`config.mk`:
```
export PLATFORM = sky130hd
export DESIGN_NAME = finger_track_chunk_parser
export DESIGN_NICKNAME = d
export VERILOG_FILES = /design/src/rtl/ftcp_pkg.sv /design/src/rtl/ftcp_parser.sv /design/src/rtl/finger_track_chunk_parser.sv
export SDC_FILE = /design/constraint.sdc
export NUM_CORES = 1
export LEC_CHECK = 0
export BUFFER_PORTS_ARGS = -buffer_cell sky130_fd_sc_hd__buf_2
export CAP_MARGIN = 0
export CORE_ASPECT_RATIO = 0.7
export CORE_UTILIZATION = 40
export DETAILED_ROUTE_END_ITERATION = 8
export PLACE_DENSITY_LB_ADDON = 0.05
export SLEW_MARGIN = 30
export SYNTH_ARGS = -nofsm -noshare
export SYNTH_HDL_FRONTEND = slang
export SYNTH_SLANG_ARGS = --single-unit
```
`constraint.sdc`:
```
create_clock -name clk -period 14.2 [get_ports clk]
set_clock_uncertainty 0.2 [all_clocks]
set_input_delay 0 -clock clk [delete_from_list [all_inputs] [get_ports clk]]
set_output_delay 0 -clock clk [all_outputs]
set_load 0.02 [all_outputs]
```
`src/rtl/ftcp_pkg.sv`:
```
// Package for the finger track chunk parser: item types, phase codes and magic bytes.
`default_nettype none

package ftcp_pkg;

	// Input item: one raw byte of the stream
	typedef struct packed {
		logic [7:0] data_byte;
		logic       restart;
	} in_item_t;

	// Result item: one per input byte
	typedef struct packed {
		logic        event_valid;
		logic [7:0]  event_byte;
		logic [15:0] track_number;
		logic        is_checkpoint;
		logic        last_of_track;
		logic        file_done;
		logic [1:0]  status;
	} out_item_t;

	typedef enum logic [2:0] {
		PH_FILE_MAGIC,
		PH_TRACK_COUNT,
		PH_TRACK_MAGIC,
		PH_TRACK_LEN,
		PH_EVENTS,
		PH_DONE,
		PH_ERROR
	} phase_t;

	localparam logic [1:0] STATUS_OK        = 2'd0;
	localparam logic [1:0] STATUS_BAD_FILE  = 2'd1;
	localparam logic [1:0] STATUS_BAD_TRACK = 2'd2;

	localparam logic [7:0] CHECKPOINT_BYTE = 8'hC0;

	// Parser state
	typedef struct packed {
		phase_t      phase;
		logic [1:0]  byte_pos;
		logic        magic_bad;
		logic [15:0] declared_tracks;
		logic [15:0] current_track;
		logic [31:0] bytes_left;
		logic [1:0]  error_code;
	} parse_state_t;

	localparam parse_state_t STATE_RESET = '{
		phase:           PH_FILE_MAGIC,
		byte_pos:        2'd0,
		magic_bad:       1'b0,
		declared_tracks: 16'd0,
		current_track:   16'd0,
		bytes_left:      32'd0,
		error_code:      STATUS_OK
	};

	// Expected magic byte: "MTfg" for the file header, "MTrk" for a track
	function automatic logic [7:0] magic_byte(input logic is_file, input logic [1:0] pos);
		logic [7:0] b;
		unique case (pos)
			2'd0: b = 8'h4D;
			2'd1: b = 8'h54;
			2'd2: b = is_file ? 8'h66 : 8'h72;
			2'd3: b = is_file ? 8'h67 : 8'h6B;
			default: b = 8'h00;
		endcase
		return b;
	endfunction

endpackage

`default_nettype wire

```
`src/rtl/ftcp_parser.sv`:
```
// Parser state register with the next-state and result logic for one byte.
`default_nettype none

module ftcp_parser import ftcp_pkg::*; (
	input  wire logic      clk,
	input  wire logic      arst_n,
	input  wire logic      advance,
	input  wire in_item_t  item,
	output out_item_t      result
);

	parse_state_t state_q;
	parse_state_t cur;
	parse_state_t nxt;
	logic [7:0]   b;
	logic         bad_n;
	logic [15:0]  track_inc;
	logic [31:0]  left_dec;

	assign b         = item.data_byte;
	assign track_inc = cur.current_track + 16'd1;
	assign left_dec  = cur.bytes_left - 32'd1;
	assign bad_n     = cur.magic_bad | (b != magic_byte(cur.phase == PH_FILE_MAGIC, cur.byte_pos));

	// Compute next state and result for the byte in the input stage
	always_comb begin
		cur = item.restart ? STATE_RESET : state_q;
		nxt = cur;
		result = '0;
		result.track_number = cur.current_track;
		unique case (cur.phase)
			PH_FILE_MAGIC, PH_TRACK_MAGIC: begin
				if (cur.byte_pos == 2'd3) begin
					nxt.byte_pos  = 2'd0;
					nxt.magic_bad = 1'b0;
					if (bad_n) begin
						nxt.error_code = (cur.phase == PH_FILE_MAGIC) ?
							STATUS_BAD_FILE : STATUS_BAD_TRACK;
						nxt.phase = PH_ERROR;
					end else begin
						nxt.phase = (cur.phase == PH_FILE_MAGIC) ? PH_TRACK_COUNT : PH_TRACK_LEN;
						nxt.bytes_left = 32'd0;
					end
				end else begin
					nxt.magic_bad = bad_n;
					nxt.byte_pos  = cur.byte_pos + 2'd1;
				end
			end
			PH_TRACK_COUNT: begin
				nxt.declared_tracks = {cur.declared_tracks[7:0], b};
				if (cur.byte_pos == 2'd1) begin
					nxt.byte_pos      = 2'd0;
					nxt.current_track = 16'd0;
					nxt.magic_bad     = 1'b0;
					nxt.phase = ({cur.declared_tracks[7:0], b} == 16'd0) ? PH_DONE : PH_TRACK_MAGIC;
				end else begin
					nxt.byte_pos = 2'd1;
				end
			end
			PH_TRACK_LEN: begin
				nxt.bytes_left = {cur.bytes_left[23:0], b};
				if (cur.byte_pos == 2'd3) begin
					nxt.byte_pos = 2'd0;
					if ({cur.bytes_left[23:0], b} == 32'd0) begin
						nxt.current_track = track_inc;
						nxt.magic_bad     = 1'b0;
						nxt.phase = (track_inc >= cur.declared_tracks) ? PH_DONE : PH_TRACK_MAGIC;
					end else begin
						nxt.phase = PH_EVENTS;
					end
				end else begin
					nxt.byte_pos = cur.byte_pos + 2'd1;
				end
			end
			PH_EVENTS: begin
				result.event_valid   = 1'b1;
				result.event_byte    = b;
				result.is_checkpoint = (b == CHECKPOINT_BYTE);
				result.last_of_track = (cur.bytes_left == 32'd1);
				nxt.bytes_left = left_dec;
				if (left_dec == 32'd0) begin
					nxt.current_track = track_inc;
					nxt.byte_pos      = 2'd0;
					nxt.magic_bad     = 1'b0;
					nxt.phase = (track_inc >= cur.declared_tracks) ? PH_DONE : PH_TRACK_MAGIC;
				end
			end
			default: begin
				// done or error: ignore the byte
			end
		endcase
		result.file_done = (nxt.phase == PH_DONE);
		result.status    = nxt.error_code;
	end

	// Commit state when the byte moves on to the result stage
	always_ff @(posedge clk or negedge arst_n) begin
		if (!arst_n) begin
			state_q <= STATE_RESET;
		end else if (advance) begin
			state_q <= nxt;
		end
	end

	a_error_has_code: assert property (@(posedge clk) disable iff (!arst_n)
		(state_q.phase == PH_ERROR) |-> (state_q.error_code != STATUS_OK))
		else $error("error phase without error code");

	a_code_only_in_error: assert property (@(posedge clk) disable iff (!arst_n)
		(state_q.error_code != STATUS_OK) |-> (state_q.phase == PH_ERROR))
		else $error("error code outside error phase");

	a_events_nonzero: assert property (@(posedge clk) disable iff (!arst_n)
		(state_q.phase == PH_EVENTS) |-> (state_q.bytes_left != 32'd0))
		else $error("event phase with no bytes left");

	a_last_is_event: assert property (@(posedge clk) disable iff (!arst_n)
		(advance && result.last_of_track) |-> result.event_valid)
		else $error("last-of-track on a non-event byte");

	a_count_pos: assert property (@(posedge clk) disable iff (!arst_n)
		(state_q.phase == PH_TRACK_COUNT) |-> (state_q.byte_pos <= 2'd1))
		else $error("track count position out of range");

endmodule

`default_nettype wire

```
`src/rtl/finger_track_chunk_parser.sv`:
```
// Top level of the finger track chunk parser: input stage, parser and result stage.
// Each byte is registered in the input stage, then its result in the result stage.
// Throughput: one byte per cycle while results are taken; a full result stage
// holds the byte in the input stage. The parser state advances once per byte.
// The input and result registers let a byte enter while a result waits.
// Reset (arst_n low, asynchronous) empties both stages and returns the parser
// to the file magic phase with all counters and the error code cleared.
`default_nettype none

module finger_track_chunk_parser import ftcp_pkg::*; (
	input  wire logic      clk,
	input  wire logic      arst_n,
	input  wire logic      byte_valid,
	output logic           byte_ready,
	input  wire in_item_t  byte_data,
	input  wire logic      result_ready,
	output logic           result_valid,
	output out_item_t      result_data
);

	logic      valid_s1;
	in_item_t  item_s1;
	logic      valid_s2;
	out_item_t item_s2;
	out_item_t result_c;
	logic      advance;

	// Move the input stage on when the result stage is free or being drained
	assign advance    = valid_s1 && (!valid_s2 || result_ready);
	assign byte_ready = !valid_s1 || advance;

	ftcp_parser u_parser (
		.clk    (clk),
		.arst_n (arst_n),
		.advance(advance),
		.item   (item_s1),
		.result (result_c)
	);

	// Stage valid flags
	always_ff @(posedge clk or negedge arst_n) begin
		if (!arst_n) begin
			valid_s1 <= 1'b0;
			valid_s2 <= 1'b0;
		end else begin
			if (byte_ready) begin
				valid_s1 <= byte_valid;
			end
			if (advance) begin
				valid_s2 <= 1'b1;
			end else if (result_ready) begin
				valid_s2 <= 1'b0;
			end
		end
	end

	// Payload registers
	always_ff @(posedge clk) begin
		if (byte_ready && byte_valid) begin
			item_s1 <= byte_data;
		end
		if (advance) begin
			item_s2 <= result_c;
		end
	end

	assign result_valid = valid_s2;
	assign result_data  = item_s2;

endmodule

`default_nettype wire

```
==> results.ini <==
[synthesis]
synth.distinct_cells = 74
synth_area_leaders = dfrtp_1, edfxtp_1, o21ai_0
synth_seq_cells = 113
synth_edf_count = 39
synth_top_area_frac = 0.243
synthArstFlopShare = 0.655
synth_cells = 868
syn_nets = 905
ys.flop_type = dfrtp_1
syn_area_um2 = 7610
yosysSeqAreaShare = 0.397
yosysTopAreaCell = dfrtp_1
yosys_warnings = 0
avgSynthCellArea_um2 = 8.77

[floorplanning]
core_um2 = 18300
die_w_um = 167
die_h_um = 117
floorplan.die_area_um2 = 19600
initial_core_util = 0.416
io_pins = 45
num_rows = 41

[worst_setup_path]
cp-end-kind = register
worstPathRequired_ns = 14.30
critical_path.endpoint = u_parser.state_q[41]
path_class = register to register
cp_num_cells = 15
cp_common_cell = buf_4
startpoint = item_s1[0]
critical_path_buf_inv_count = 4
slowest_delay_ns = 0.61
timing.rr.end = u_parser.state_q[41]
cp_slowest_cell = or4b_2
cp-start-kind = register
reg2regPathDepth = 15
crit_chain = buf_12, inv_1, buf_4, nand2_1, ha_1, buf_4, or4b_2, o211ai_1, nand4b_1, or4_1, or4_4, nor4b_4, o211a_4, a21oi_4, a221o_1
timing.rr.start = item_s1[0]
crit_fanout = 91
critical_path_arrival_ns = 6.07
r2r_slack_ns = 8.23
critPathTopFamily = simple AND/OR/NAND/NOR gates

[run_status]
outcome = complete, but fails checks
violations = hold timing

[power]
switching_share = 0.419
switchingPower_uw = 598
peakVddDrop_uv = 83.1
leakage_nw = 3.48
finalPower_mw = 1.43
clockPowerShare = 0.302
p_per_area_nw_per_um2 = 165
cell_internal_pwr_uw = 831
seq_power_share = 0.358
pwr-share-comb = 0.340

[placed_design]
portBuffers = 44
dp_slack_ns = 8.30
gp_congestion = 0.892
dp_hpwl_um = 16000
place_area_um2 = 7940
dp_cells = 1087

[sta]
fin_crit_sh = 0.421
hold_viol_final = 15
tightest_slew_ns = 0.926
fmax_ghz = 0.167
whs_ns = -0.0133
setup_violations = 0
fin_ws_ns = 8.23
finalCriticalPeriod_ns = 5.97
slew_headroom = 0.379
drv_slew = 0
grt_setup_unrepaired = false
fin_tns_setup_ns = 0

[clocking]
clkSlewWorstSetupHoldPaths_ns = 0.06
cts_tree = built
clk_latency_ns = 0.42
clk_path_buf_depth = 2
cts_max_level = 4
cts_sinks = 113
root_buffer = clkbuf_16
cts_buffers = 17

[routing]
post_drt_wl_per_cell_um = 21.5
drc_errors = 0
viasPerCell = 6.38
finalWirelength_um = 24300
ant_nets = 0
drt_first_pass_iters = 5
route.vias.total = 7217
drt_iter0_markers = 768

[finish]
insertedDiodeCount = 0
final_common_cell = o21ai_0
postLayoutCoreUtil = 0.473
nFillCells = 1749
instances_no_fill = 1132
nets = 920
syn2layout_area_growth_pct = 13.8
final_area_um2 = 8670
layout_common_cells = o21ai_0, nand2_1, dfrtp_1
drive_gt1_frac = 0.126

[global_route]
grt_antenna_before_repair = 0
grt_max_degree = 92
grt_pass1_vias = 6726
grt_overflow = 0
grt_pass1_wl_um = 39200
grtUsageTotal = 0.256

[run]
cap_viol_max_count = 0

[worst_hold_path]
hp-class = input pin to async pin

==> metal layers <==
metal / up-vias / global-route usage / wire (um)
met3: 16 / 0.0466 / 1950
met2: 313 / 0.346 / 9780
met5: - / 0 / 0
met1: 3563 / 0.411 / 12400
met4: 0 / 0.0573 / 180
li1: 3325 / - / -
==> worst min-delay path by stage <==
stage,slack [ns],from,to
2_1_floorplan,-0.50,arst_n,result_valid
3_5_place_dp,-0.11,arst_n,u_parser.state_q[30]
3_3_place_gp,-0.02,byte_data[0],item_s1[0]
6_report,-0.01,arst_n,u_parser.state_q[30]
5_1_grt,0.04,arst_n,u_parser.state_q[30]
4_1_cts,0.02,arst_n,u_parser.state_q[30]
==> state kept, by name, indices dropped and copies added, names as in the netlist <==
register / count
result_valid: 1
valid_s1: 1
item_s1: 9
result_data: 30
u_parser.state_q: 72
==> cells by family after synthesis <==
kind of cell	synth area share
mux	0.00970
fa+ha+maj	0.0394
simple gates	0.227
flops	0.397
xor+xnor	0.0322
buf+inv	0.0465
compound gates	0.248
==> power by group through the flow <==
stage | combinational, mW | sequential, mW | clock, mW
after floorplan | 0.377 | 0.455 | 0
after global placement | 0.463 | 0.511 | 0
after detailed placement | 0.471 | 0.512 | 0
after CTS | 0.477 | 0.507 | 0.438
after global routing | 0.537 | 0.522 | 0.454
final | 0.485 | 0.512 | 0.432
==> layout make-up <==
class	count	area, um^2	share of cell area
Clock inverter	13	125	0.0144
Sequential cell	113	3020	0.349
Timing Repair Buffer	66	437	0.0504
Tap cell	236	295	0.0341
Inverter	17	63.8	0.00736
Clock buffer	19	464	0.0536
Multi-Input combinational cell	668	4260	0.491
==> cells in the mapped netlist (4+ instances only) <==
| master | number |
|---|---|
| o211ai_1 | 8 |
| a2111oi_0 | 4 |
| and3_1 | 18 |
| o31ai_1 | 10 |
| a22oi_1 | 11 |
| a21o_1 | 6 |
| o21bai_1 | 4 |
| dfrtp_1 | 74 |
| clkbuf_1 | 55 |
| o311ai_0 | 4 |
| a21oi_1 | 61 |
| buf_2 | 4 |
| ha_1 | 24 |
| a211oi_1 | 8 |
| nand2b_1 | 12 |
| nand3_1 | 32 |
| nor3_1 | 15 |
| buf_1 | 7 |
| a22o_1 | 13 |
| xnor2_1 | 16 |
| nor4_1 | 14 |
| a31oi_1 | 8 |
| a221oi_1 | 22 |
| xor2_1 | 12 |
| nand4_1 | 15 |
| inv_1 | 16 |
| or3_1 | 7 |
| mux2i_1 | 4 |
| o221ai_1 | 6 |
| nand2_1 | 79 |
| o21ai_0 | 95 |
| edfxtp_1 | 39 |
| nor2_1 | 50 |
| nor2b_1 | 27 |
| or2_2 | 4 |
| or4_1 | 21 |
==> timing repair <==
action / in CTS / in global routing
hold buffers: 13 / 0
buffers inserted: 0 / 0
endpoints found under the hold margin: 94 / 0
resized for setup: 0 / 0
setup endpoints to repair: 0 / 0
No activity file was read; power rests on OpenSTA's default activity.
